==> src/hw/rtl/spqs_pkg.sv <==
// Shared types, constants and the coil phase table for the stepper plan queue sequencer.
package spqs_pkg;

    // Number of plan slots in the queue.
    localparam int PLAN_DEPTH = 16;
    localparam int PTR_W      = (PLAN_DEPTH > 1) ? $clog2(PLAN_DEPTH) : 1;
    localparam int CNT_W      = $clog2(PLAN_DEPTH + 1);

    localparam int COUNT_W = 16;
    localparam int DIR_W   = 8;
    localparam int COIL_W  = 4;
    localparam int PHASE_W = 2;

    // Item kinds carried on the mode field.
    localparam logic MODE_TICK    = 1'b0;
    localparam logic MODE_ENQUEUE = 1'b1;

    typedef struct packed {
        logic [COUNT_W-1:0] count;
        logic [DIR_W-1:0]   dir;
        logic               release_flag;
    } plan_t;

    localparam int PLAN_W = $bits(plan_t);

    // Full-step drive pattern for each of the four phases.
    function automatic logic [COIL_W-1:0] coil_pattern(input logic [PHASE_W-1:0] phase);
        logic [COIL_W-1:0] pattern;
        begin
            case (phase)
                2'd0:    pattern = 4'h9;
                2'd1:    pattern = 4'h3;
                2'd2:    pattern = 4'h6;
                2'd3:    pattern = 4'hC;
                default: pattern = 4'h0;
            endcase
            return pattern;
        end
    endfunction

endpackage

==> src/hw/rtl/spqs_ram.sv <==
// Generic single-port-write, single-port-read RAM with a registered read.
module spqs_ram #(
    parameter int WIDTH = 8,
    parameter int DEPTH = 16
) (
    input  logic                                   clk,
    input  logic                                   we,
    input  logic [((DEPTH > 1) ? $clog2(DEPTH) : 1)-1:0] waddr,
    input  logic [WIDTH-1:0]                       wdata,
    input  logic [((DEPTH > 1) ? $clog2(DEPTH) : 1)-1:0] raddr,
    output logic [WIDTH-1:0]                       rdata
);

    logic [WIDTH-1:0] mem [DEPTH];

    // A read of the address being written returns the old contents.
    always_ff @(posedge clk)
    begin
        if (we)
        begin
            mem[waddr] <= wdata;
        end
        rdata <= mem[raddr];
    end

endmodule

==> src/hw/rtl/stepper_plan_queue_sequencer_core.sv <==
// Top level of the stepper plan queue sequencer: plan queue, step logic and result register.
//
// The block drives the four coil inputs of a two-phase stepper in full steps from a queue of
// step plans. Each request on the input channel is either an enqueue, which pushes a plan of
// step count, signed direction and release flag into the queue, or a tick, which advances the
// current plan by one step and loads the next plan from the queue once the current one is done.
// Every request yields exactly one result on the output channel: the coil levels, whether an
// enqueue was stored, how many plans are waiting and whether a plan is still moving.
//
// A request is taken on any clock edge at which in_valid is high and in_stall is low; its
// result appears in the output register on the next cycle, and the block sustains one request
// per cycle while the receiver does not stall. The queue lives in a RAM with a registered
// read; the read address always follows the next head pointer, so the oldest plan is already
// present at the RAM output when a tick wants it, and a plan written into an empty queue is
// forwarded around the RAM in the cycle where its write and read would collide.
//
// After reset the queue is empty, no plan is current and all coils are off. When the receiver
// stalls, the result register holds its contents, and in_stall rises only while that register
// is full and stalled; otherwise a new request is taken while the previous result is delivered.
module stepper_plan_queue_sequencer_core (
    input  logic                        clk,
    input  logic                        rst_n,
    input  logic                        in_valid,
    output logic                        in_stall,
    input  logic                        mode,
    input  logic [15:0]                 step_count,
    input  logic signed [7:0]           direction,
    input  logic                        release_at_end,
    output logic                        out_valid,
    input  logic                        out_stall,
    output logic [3:0]                  coil_drive,
    output logic                        accepted,
    output logic [spqs_pkg::CNT_W-1:0]  plans_waiting,
    output logic                        moving
);

    import spqs_pkg::*;

    // Architectural state of the sequencer.
    logic [PHASE_W-1:0] phase_reg,      phase_next;
    logic [COUNT_W-1:0] steps_left_reg, steps_left_next;
    logic [DIR_W-1:0]   cur_dir_reg,    cur_dir_next;
    logic               cur_rel_reg,    cur_rel_next;
    logic [COIL_W-1:0]  coils_reg,      coils_next;
    logic [PTR_W-1:0]   rd_ptr_reg,     rd_ptr_next;
    logic [PTR_W-1:0]   wr_ptr_reg,     wr_ptr_next;
    logic [CNT_W-1:0]   fill_reg,       fill_next;

    // Forwarding path around the RAM for a write that hits the head slot.
    logic               bypass_reg,     bypass_next;
    plan_t              bypass_data_reg;

    // Result register.
    logic               out_valid_reg,  out_valid_next;
    logic [COIL_W-1:0]  res_coils_reg;
    logic               res_accepted_reg;
    logic [CNT_W-1:0]   res_fill_reg;
    logic               res_moving_reg;

    logic               in_accept;
    logic               ram_we;
    plan_t              wr_plan;
    plan_t              ram_rdata;
    plan_t              head_plan;
    logic               enq_ok;
    logic [COUNT_W-1:0] steps_loaded;

    function automatic logic [PTR_W-1:0] next_slot(input logic [PTR_W-1:0] p);
        begin
            return (p == PTR_W'(PLAN_DEPTH - 1)) ? '0 : p + PTR_W'(1);
        end
    endfunction

    // The input side waits only while a finished result is still held back by the receiver.
    assign in_stall  = out_valid_reg && out_stall;
    assign in_accept = in_valid && !in_stall;

    assign wr_plan.count        = step_count;
    assign wr_plan.dir          = direction;
    assign wr_plan.release_flag = release_at_end;

    // The oldest waiting plan, either from the RAM or from the forwarding register.
    assign head_plan = bypass_reg ? bypass_data_reg : ram_rdata;

    assign enq_ok = (fill_reg != CNT_W'(PLAN_DEPTH));
    assign ram_we = in_accept && (mode == MODE_ENQUEUE) && enq_ok;

    // Read-modify-write of the sequencer state for the request taken this cycle.
    always_comb
    begin
        phase_next      = phase_reg;
        steps_left_next = steps_left_reg;
        cur_dir_next    = cur_dir_reg;
        cur_rel_next    = cur_rel_reg;
        coils_next      = coils_reg;
        rd_ptr_next     = rd_ptr_reg;
        wr_ptr_next     = wr_ptr_reg;
        fill_next       = fill_reg;
        steps_loaded    = steps_left_reg;

        if (in_accept)
        begin
            case (mode)
                MODE_ENQUEUE:
                begin
                    if (enq_ok)
                    begin
                        wr_ptr_next = next_slot(wr_ptr_reg);
                        fill_next   = fill_reg + CNT_W'(1);
                    end
                end
                MODE_TICK:
                begin
                    // A finished plan releases the coils if its release flag is set and hands over to the next plan.
                    if (steps_left_reg == '0)
                    begin
                        if (cur_rel_reg)
                        begin
                            coils_next = '0;
                        end
                        if (fill_reg != '0)
                        begin
                            steps_loaded = head_plan.count;
                            cur_dir_next = head_plan.dir;
                            cur_rel_next = head_plan.release_flag;
                            rd_ptr_next  = next_slot(rd_ptr_reg);
                            fill_next    = fill_reg - CNT_W'(1);
                        end
                    end
                    steps_left_next = steps_loaded;
                    if (steps_loaded != '0)
                    begin
                        if (cur_dir_next != '0)
                        begin
                            coils_next = coil_pattern(phase_reg);
                            if (cur_dir_next[DIR_W-1])
                            begin
                                phase_next = phase_reg - PHASE_W'(1);
                            end
                            else
                            begin
                                phase_next = phase_reg + PHASE_W'(1);
                            end
                        end
                        steps_left_next = steps_loaded - COUNT_W'(1);
                    end
                end
                default:
                begin
                    steps_left_next = steps_left_reg;
                end
            endcase
        end
    end

    // A write into the slot that is read this cycle would return stale data.
    assign bypass_next = ram_we && (wr_ptr_reg == rd_ptr_next);

    assign out_valid_next = in_accept || (out_valid_reg && out_stall);

    spqs_ram #(
        .WIDTH (PLAN_W),
        .DEPTH (PLAN_DEPTH)
    ) u_plan_ram (
        .clk   (clk),
        .we    (ram_we),
        .waddr (wr_ptr_reg),
        .wdata (wr_plan),
        .raddr (rd_ptr_next),
        .rdata (ram_rdata)
    );

    always_ff @(posedge clk or negedge rst_n)
    begin
        if (!rst_n)
        begin
            phase_reg      <= '0;
            steps_left_reg <= '0;
            cur_dir_reg    <= '0;
            cur_rel_reg    <= 1'b0;
            coils_reg      <= '0;
            rd_ptr_reg     <= '0;
            wr_ptr_reg     <= '0;
            fill_reg       <= '0;
            bypass_reg     <= 1'b0;
            out_valid_reg  <= 1'b0;
        end
        else
        begin
            phase_reg      <= phase_next;
            steps_left_reg <= steps_left_next;
            cur_dir_reg    <= cur_dir_next;
            cur_rel_reg    <= cur_rel_next;
            coils_reg      <= coils_next;
            rd_ptr_reg     <= rd_ptr_next;
            wr_ptr_reg     <= wr_ptr_next;
            fill_reg       <= fill_next;
            bypass_reg     <= bypass_next;
            out_valid_reg  <= out_valid_next;
        end
    end

    // Payload registers carry no reset.
    always_ff @(posedge clk)
    begin
        bypass_data_reg <= wr_plan;
        if (in_accept)
        begin
            res_coils_reg    <= coils_next;
            res_accepted_reg <= ram_we;
            res_fill_reg     <= fill_next;
            res_moving_reg   <= (steps_left_next != '0);
        end
    end

    assign out_valid     = out_valid_reg;
    assign coil_drive    = res_coils_reg;
    assign accepted      = res_accepted_reg;
    assign plans_waiting = res_fill_reg;
    assign moving        = res_moving_reg;

endmodule

==> config.mk <==
export PLATFORM = sky130hd
export DESIGN_NAME = stepper_plan_queue_sequencer_core
export DESIGN_NICKNAME = d
export VERILOG_FILES = /design/src/hw/rtl/spqs_pkg.sv /design/src/hw/rtl/spqs_ram.sv /design/src/hw/rtl/stepper_plan_queue_sequencer_core.sv
export SDC_FILE = /design/constraint.sdc
export NUM_CORES = 1
export LEC_CHECK = 0
export BUFFER_PORTS_ARGS = -buffer_cell sky130_fd_sc_hd__buf_2
export CAP_MARGIN = 5
export CORE_MARGIN = 3
export CORE_UTILIZATION = 60
export CTS_BUF_LIST = sky130_fd_sc_hd__clkbuf_4 sky130_fd_sc_hd__clkbuf_8
export CTS_CLUSTER_DIAMETER = 100
export CTS_CLUSTER_SIZE = 28
export DETAILED_ROUTE_END_ITERATION = 16
export PLACE_DENSITY_LB_ADDON = 0.3
export SETUP_SLACK_MARGIN = 0.02
export SLEW_MARGIN = 20
export SYNTH_ARGS = -nofsm -noshare
export SYNTH_HDL_FRONTEND = slang
export SYNTH_HIERARCHICAL = 1
export SYNTH_SLANG_ARGS = --single-unit
==> constraint.sdc <==
create_clock -name clk -period 12.5 [get_ports clk]
set_clock_uncertainty 0.15 [all_clocks]
set_input_delay 1.25 -clock clk [delete_from_list [all_inputs] [get_ports clk]]
set_output_delay 1.25 -clock clk [all_outputs]
set_load 0.005 [all_outputs]
==> metrics.md, run 1 <==
| Metric | Value |
|---|---|
| M2 GR Usage | 0.381 |
| WL final | 42300 um |
| Max FFs per register | 400 |
| Met3 Use GR | 0.0346 |
| Commonest non-fill, non-tap cell in the layout | edfxtp_1 |
| Starting Density | 0.618 |
| Drt via density | 6.59 |
| Vias | 10600 |
| Worst hold path type | flip-flop to flip-flop |
| CTS tree | built |
| GP Congestion | 0.899 |
| DR pass1 iterations | 5 |
| Syn_nets | 1152 |
| Post-Syn Instances | 1112 |
| Post-route cell area | 21200 um^2 |
| Flop pwr share | 0.579 |
| H-tree depth | 1 |
| Die Area | 35200 um^2 |
| Total gr overflow | 0 |
| Area share of the leading cell type in the synthesized netlist | 0.624 |
| First-pass GRT wire length | 64500 um |
| Placed inst area | 20600 um^2 |
| Final hold slack | 0.360 ns |
| Setup bufs post-CTS | 0 |
| P_int | 2.52 mW |
| Comb pwr share | 0.226 |
| Share of cells above drive strength 1 | 0.209 |
| Pwr Density | 167 nW/um^2 |
| Per-cell routed wire length | 26.4 um |
| Max Clk Rate | 0.174 GHz |
| Root buffer cell | clkbuf_8 |
| Avg Inst Size Synth | 17.8 um^2 |
| Worst vdd ir | 0.101 mV |
| Slew Limit Fails | 0 |
| Hold bufs inserted after CTS | 0 |
| Setup TNS | 0 ns |
| Synth async-reset ratio | 0.0907 |
| Net Sw Power | 1.01 mW |
| RSZ-0062 raised after global routing | false |
| Area Growth Syn to Fin | 6.93% |
| IO Pins | 43 |
| Busiest metal layer after global routing | met2 |
| Vias in the first global route | 10400 |
| Relative slew slack | 0.235 |
| Initial antenna violation count | 4 |
| Final nets | 1191 |
| Critical path fanouts, max | 37 |
| Post-route DRC | 0 |
| Final period util | 0.459 |
| Setup violations, final | 0 |
| DRT iter0 DRCs | 1295 |
| Post_cts resized | 0 |
| Die width | 188 um |
| Worst Tran Pin Value | 1.15 ns |
| Post-route ant nets | 0 |
| CTS Buf Count | 22 |
| Hold Violations, Final | 0 |
| Main synth FF type | edfxtp_1 |
| Clock network power share | 0.194 |
| Worst endpoint required time | 12.85 ns |
| Worst setup SP type | flip-flop |
| Net Sw Frac | 0.287 |
| Clk sinks | 507 |
| Synth Register Bits | 507 |
| Util after Layout | 0.660 |
| YS warnings | 6 |
| Min Tclk post-route | 5.74 ns |
| Top cell type by total area after synthesis | edfxtp_1 |
| Worst Path Arrival | 6.09 ns |
| Synth Cell Area | 19800 um^2 |
| Max-cap violation count | 0 |
| Maximum clock insertion buffer count | 3 |
| Top cells by area, synth | edfxtp_1, mux4_2, dfrtp_1 |
| Netlist cell types | 69 |
| Die Y | 188 um |
| Seq/Total Area, Yosys | 0.732 |
| CORE AREA | 32000 um^2 |
| WS Path Type | flip-flop to flip-flop |
| Setup crit end kind | flip-flop |
| EDFF count, synth | 411 |
| Largest net degree at the start of global routing | 67 |
| Worst-Skew Late Latency | 0.62 ns |
| # rows | 65 |
| Status | complete, no violations |
| GRT met1 Usage | 0.370 |
| I/O Buffers | 42 |
| Worst-path clk slew | 0.16 ns |
| Gr usage total | 0.242 |
| Most frequent cells in the layout | edfxtp_1, mux4_2, nand2_1 |
| DP HPWL | 24300 um |
| Leak pwr | 6.70 nW |
cell families (layout without fill, tap and decap cells):
| family | Yosys count | in the layout | share of synthesized area |
|---|---|---|---|
| flip-flops | 507 | 507 | 0.732 |
| AND/OR/NAND/NOR | 230 | 230 | 0.0559 |
| AO/OA/AOI/OAI | 167 | 167 | 0.0580 |
| multiplexers | 128 | 128 | 0.128 |
| buffers and inverters | 60 | 113 | 0.0150 |
| adder cells (fa/ha/maj) | 10 | 10 | 0.00632 |
| XOR/XNOR | 10 | 10 | 0.00443 |
| other | 0 | 1 | 0 |
power by group through the flow:
stage	clock network [mW]	logic, mW	registers (mW)
finish	0.686	0.799	2.05
CTS	0.697	0.796	2.04
global placement	0	0.780	2.07
detailed placement	0	0.793	2.08
global route	0.756	0.873	2.06
floorplan	0	0.617	2.05
critical path, stage by stage, from the launching register on:
cell and delay, ns:
dfrtp_1 0.49, nor4_1 0.50, nand4_1 0.42, nor2_1 0.30
nand2_1 0.48, a311oi_1 0.44, a21o_4 0.59, buf_4 0.67
buf_4 0.63, mux4_2 0.58, a22oi_1 0.23, nand2_1 0.07
synthesized netlist by cell type, types with 3 or more instances:
library cell,count
dfrtp_1,46
nand2_1,77
buf_2,3
inv_1,8
and2_1,4
a21oi_1,31
o31a_1,3
mux2i_1,26
buf_4,6
a311oi_1,4
nand3_1,11
o32ai_1,5
nor3_1,32
xnor2_1,9
nand4_1,8
buf_6,6
nor4_1,7
a31oi_1,5
nor2_1,59
clkbuf_1,26
or4_1,6
ha_1,10
a22oi_1,50
or3_1,3
edfxtp_1,411
dfxtp_1,50
o31ai_1,4
o22ai_1,4
buf_1,10
nand2b_1,3
o211ai_1,4
o21ai_0,32
nor3b_1,3
mux4_2,100
a211oi_1,3
routing by layer:
metal / share of wire / up-vias
li1: - / 4546
met3: 0.089 / 63
met1: 0.41 / 5434
met4: 0.017 / 6
met2: 0.48 / 502
met5: 0.00092 / -
path summary, 6_finish.rpt:
| check | from | end | slack (ns) | cells after the start |
|---|---|---|---|---|
| worst max-delay path | steps_left_reg[9] | u_plan_ram/rdata[15] | 6.76 | 11 |
| worst min-delay path | cur_dir_reg[4] | cur_dir_reg[4] | 0.36 | 2 |
| worst max register to register | steps_left_reg[9] | u_plan_ram/rdata[15] | 6.76 | 11 |
| worst min register to register | cur_dir_reg[4] | cur_dir_reg[4] | 0.36 | 2 |
| max in group asynchronous | rst_n | bypass_reg | 11.22 | 2 |
| min in group asynchronous | rst_n | fill_reg[3] | 0.55 | 2 |
area by class of cell:
type	count	area [um^2]
antenna	1	2.50
clock buffer	36	414
clock inverter	2	25.0
fill	2137	10900
inverter	9	33.8
multi-input combinational	545	5140
sequential	507	14500
tap	435	544
timing repair buffer	66	510
per-stage QoR:
stage	instances	setup slack, ns	power, mW
floorplan	1112	7.55	2.66
global placement	1555	6.40	2.85
detailed placement	1558	6.32	2.87
CTS	1596	6.68	3.54
global route	1601	6.18	3.69
finish	1601	6.76	3.53
Power figures use the tool's default switching activity.
==> run 2, diff against run 1 <==
==> constraint.sdc (replaced) <==
create_clock -name clk -period 5.65 [get_ports clk]
set_clock_uncertainty 0.15 [all_clocks]
set_input_delay 0.565 -clock clk [delete_from_list [all_inputs] [get_ports clk]]
set_output_delay 0.565 -clock clk [all_outputs]
set_load 0.005 [all_outputs]
==> run 2 against run 1 <==
  * First-iteration DRC count decreased by 14%
  * Sequential power increased by 120%
  * Flip-flop and latch count unchanged
  * Clock power increased by 120%
  * Non-clock buffer count increased by 8
  * Die area unchanged
  * Critical path depth increased by 5
  * Combinational power increased by 130%
  * Count of clock-buffer cells in the layout increased by 1
  * Largest power group unchanged
==> metrics.md, run 2 (synthesis gave the netlist of run 1 again) <==
| Metric | Value |
|---|---|
| Leak pwr | 6.75 nW (+0.64%) |
| Hold Violations, Final | 0 (unchanged) |
| Vias | 10600 (unchanged) |
| Starting Density | 0.618 (unchanged) |
| DRT iter0 DRCs | 1112 (-14%) |
| Worst path cell trace | inv_1 > ha_1 > or4b_4 > nand4_1 > nor2_1 > buf_4 > a21oi_1 > ha_1 > nand2_1 > a31o_4 > a2111o_1 > o31a_1 > or3_4 > or4_4 > nor4_2 > nand3_1 |
| Slew Limit Fails | 0 (unchanged) |
| Commonest non-fill, non-tap cell in the layout | edfxtp_1 |
| Status | complete, no violations |
| Post-route DRC | 0 (unchanged) |
| Total gr overflow | 0 (unchanged) |
| Reg2reg start | fill_reg[1] |
| Die Area | 35200 um^2 (unchanged) |
| Largest net degree at the start of global routing | 47 (-30%) |
| GP Congestion | 0.868 (-3.4%) |
| Worst Tran Pin Value | 1.16 ns (+0.0172 ns) |
| Vias in the first global route | 10200 (-1.8%) |
| Maximum clock insertion buffer count | 3 (unchanged) |
| CP max-delay cell | or4_4 |
| Most frequent CP cell | ha_1 |
| Post-route ant nets | 0 (unchanged) |
| Initial antenna violation count | 1 (-3) |
| Max-cap violation count | 0 (unchanged) |
| Worst vdd ir | 0.206 mV (+100%) |
| Clk sinks | 507 (unchanged) |
| Worst-Skew Late Latency | 0.62 ns (about the same) |
| Setup TNS | 0 ns (unchanged) |
| DR pass1 iterations | 5 (unchanged) |
| DP HPWL | 24300 um (about the same) |
| I/O Buffers | 42 (unchanged) |
| Crit-path max cell delay | 0.53 ns (-0.14 ns) |
| Max FFs per register | 400 (unchanged) |
| Per-cell routed wire length | 25.5 um (-3.6%) |
| Worst hold path type | input pin to flip-flop |
| Area Growth Syn to Fin | 7.28% |
| # rows | 65 (unchanged) |
| Setup bufs post-CTS | 0 (unchanged) |
| Final period util | 0.892 (+0.433) |
| WS Path Type | flip-flop to flip-flop |
| Most frequent cells in the layout | edfxtp_1, mux4_2, nand2_1 |
| CTS Buf Count | 22 (unchanged) |
| Drt via density | 6.55 (-0.56%) |
| # diodes | 0 (-1) |
| Worst Hold End | bypass_data_reg[22] |
| Hold Path Cell Cnt | 1 (-1) |
| Die Y | 188 um (unchanged) |
| Final nets | 1199 (+0.67%) |
| Worst endpoint required time | 5.87 ns (-6.98 ns) |
| Setup slack, reg-to-reg | 0.61 ns (-6.15 ns) |
| Setup violations, final | 0 (unchanged) |
| Relative slew slack | 0.223 (-0.0115) |
| Worst-path clk slew | 0.16 ns (about the same) |
| WL final | 41000 um (-3.0%) |
| Overall power | 7.87 mW (+120%) |
| CORE AREA | 32000 um^2 (unchanged) |
| IO Pins | 43 (unchanged) |
| Setup crit end kind | flip-flop |
| First-pass GRT wire length | 62800 um (-2.6%) |
| CTS tree | built |
| Max Clk Rate | 0.199 GHz (+14%) |
| Worst Path Arrival | 5.25 ns (-0.84 ns) |
| Worst reg-to-reg path cell count | 16 (+5) |
| RSZ-0062 raised after global routing | false |
| Worst setup SP type | flip-flop |
| Root buffer cell | clkbuf_8 |
| Die width | 188 um (unchanged) |
| Min-delay src | step_count[13] |
| R2r endpoint | moving |
| H-tree depth | 1 (unchanged) |
| Critical path fanouts, max | 9 (-76%) |
| Min Tclk post-route | 5.04 ns (-0.699 ns) |
| Gr usage total | 0.235 (-0.00705) |
| Pwr Density | 371 nW/um^2 (+120%) |
| Share of cells above drive strength 1 | 0.214 (+0.00417) |
| Fillers | 2156 (+0.89%) |
run 2: cell count changes in the layout (fill, tap and decap cells not counted), sizes merged:
| cell | change |
|---|---|
| dlygate4sd3 | +2 |
| diode | -1 |
| inv | +1 |
| clkbuf | +1 |
| buf | +6 |
run 2: how the worst max path moves through the flow:
stage / startpoint / slack, ns / to
final: fill_reg[1] / 0.61 / moving
after global routing: fill_reg[1] / 0.33 / moving
after CTS: fill_reg[1] / 0.64 / moving
after detailed placement: fill_reg[1] / 0.67 / moving
after global placement: fill_reg[1] / 0.78 / moving
after floorplan: fill_reg[1] / 0.97 / moving
run 2: metal layers:
layer | up-vias | global-route usage | part of all wire
met5 | - | 0 | 0.00024
met1 | 5441 | 0.369 | 0.43
met4 | 2 | 0.0646 | 0.026
met3 | 69 | 0.0348 | 0.084
met2 | 473 | 0.353 | 0.46
li1 | 4566 | - | -
run 2: per-stage QoR:
stage | cell area (um^2) | cells | util | setup WS (ns) | hold slack (ns)
floorplan | 19800 | 1112 | - | 0.974 | 0.119
global route | 21200 | 1610 | 0.663 | 0.331 | 0.0220
CTS | 21200 | 1608 | 0.661 | 0.636 | 0.00359
detailed placement | 20700 | 1566 | 0.646 | 0.673 | 0.326
finish | 21200 | 1610 | 0.663 | 0.613 | 0.0338
global placement | 20700 | 1565 | 0.646 | 0.779 | 0.317
run 2: cell type report:
cell class,instances,area (um^2),area share
repair buffers,74,571,0.0269
multi-input cells,545,5140,0.242
well taps,435,544,0.0256
clock inverters,3,37.5,0.00177
flip-flops and latches,507,14500,0.683
inverters,9,33.8,0.00159
clock buffers,37,415,0.0196
run 2: power breakdown:
| part | switching (mW) | internal (mW) | leakage (nW) |
|---|---|---|---|
| logic | 1.02 | 0.824 | 1.78 |
| registers | 0.200 | 4.31 | 4.72 |
| clock network | 1.02 | 0.486 | 0.246 |
run 2: repair_timing:
item,in CTS,in global routing
endpoints found under the setup margin,0,0
hold buffers,2,0
resized for setup,0,0
hold endpoints to repair,47,0
run 2: critical path, delay by kind of cell, from the launching register on:
| kind | cells | cell delay [ns] |
|---|---|---|
| buf+inv | 2 | 0.33 |
| flops | 1 | 0.43 |
| fa+ha+maj | 2 | 0.45 |
| simple gates | 8 | 2.15 |
| compound gates | 4 | 1.27 |
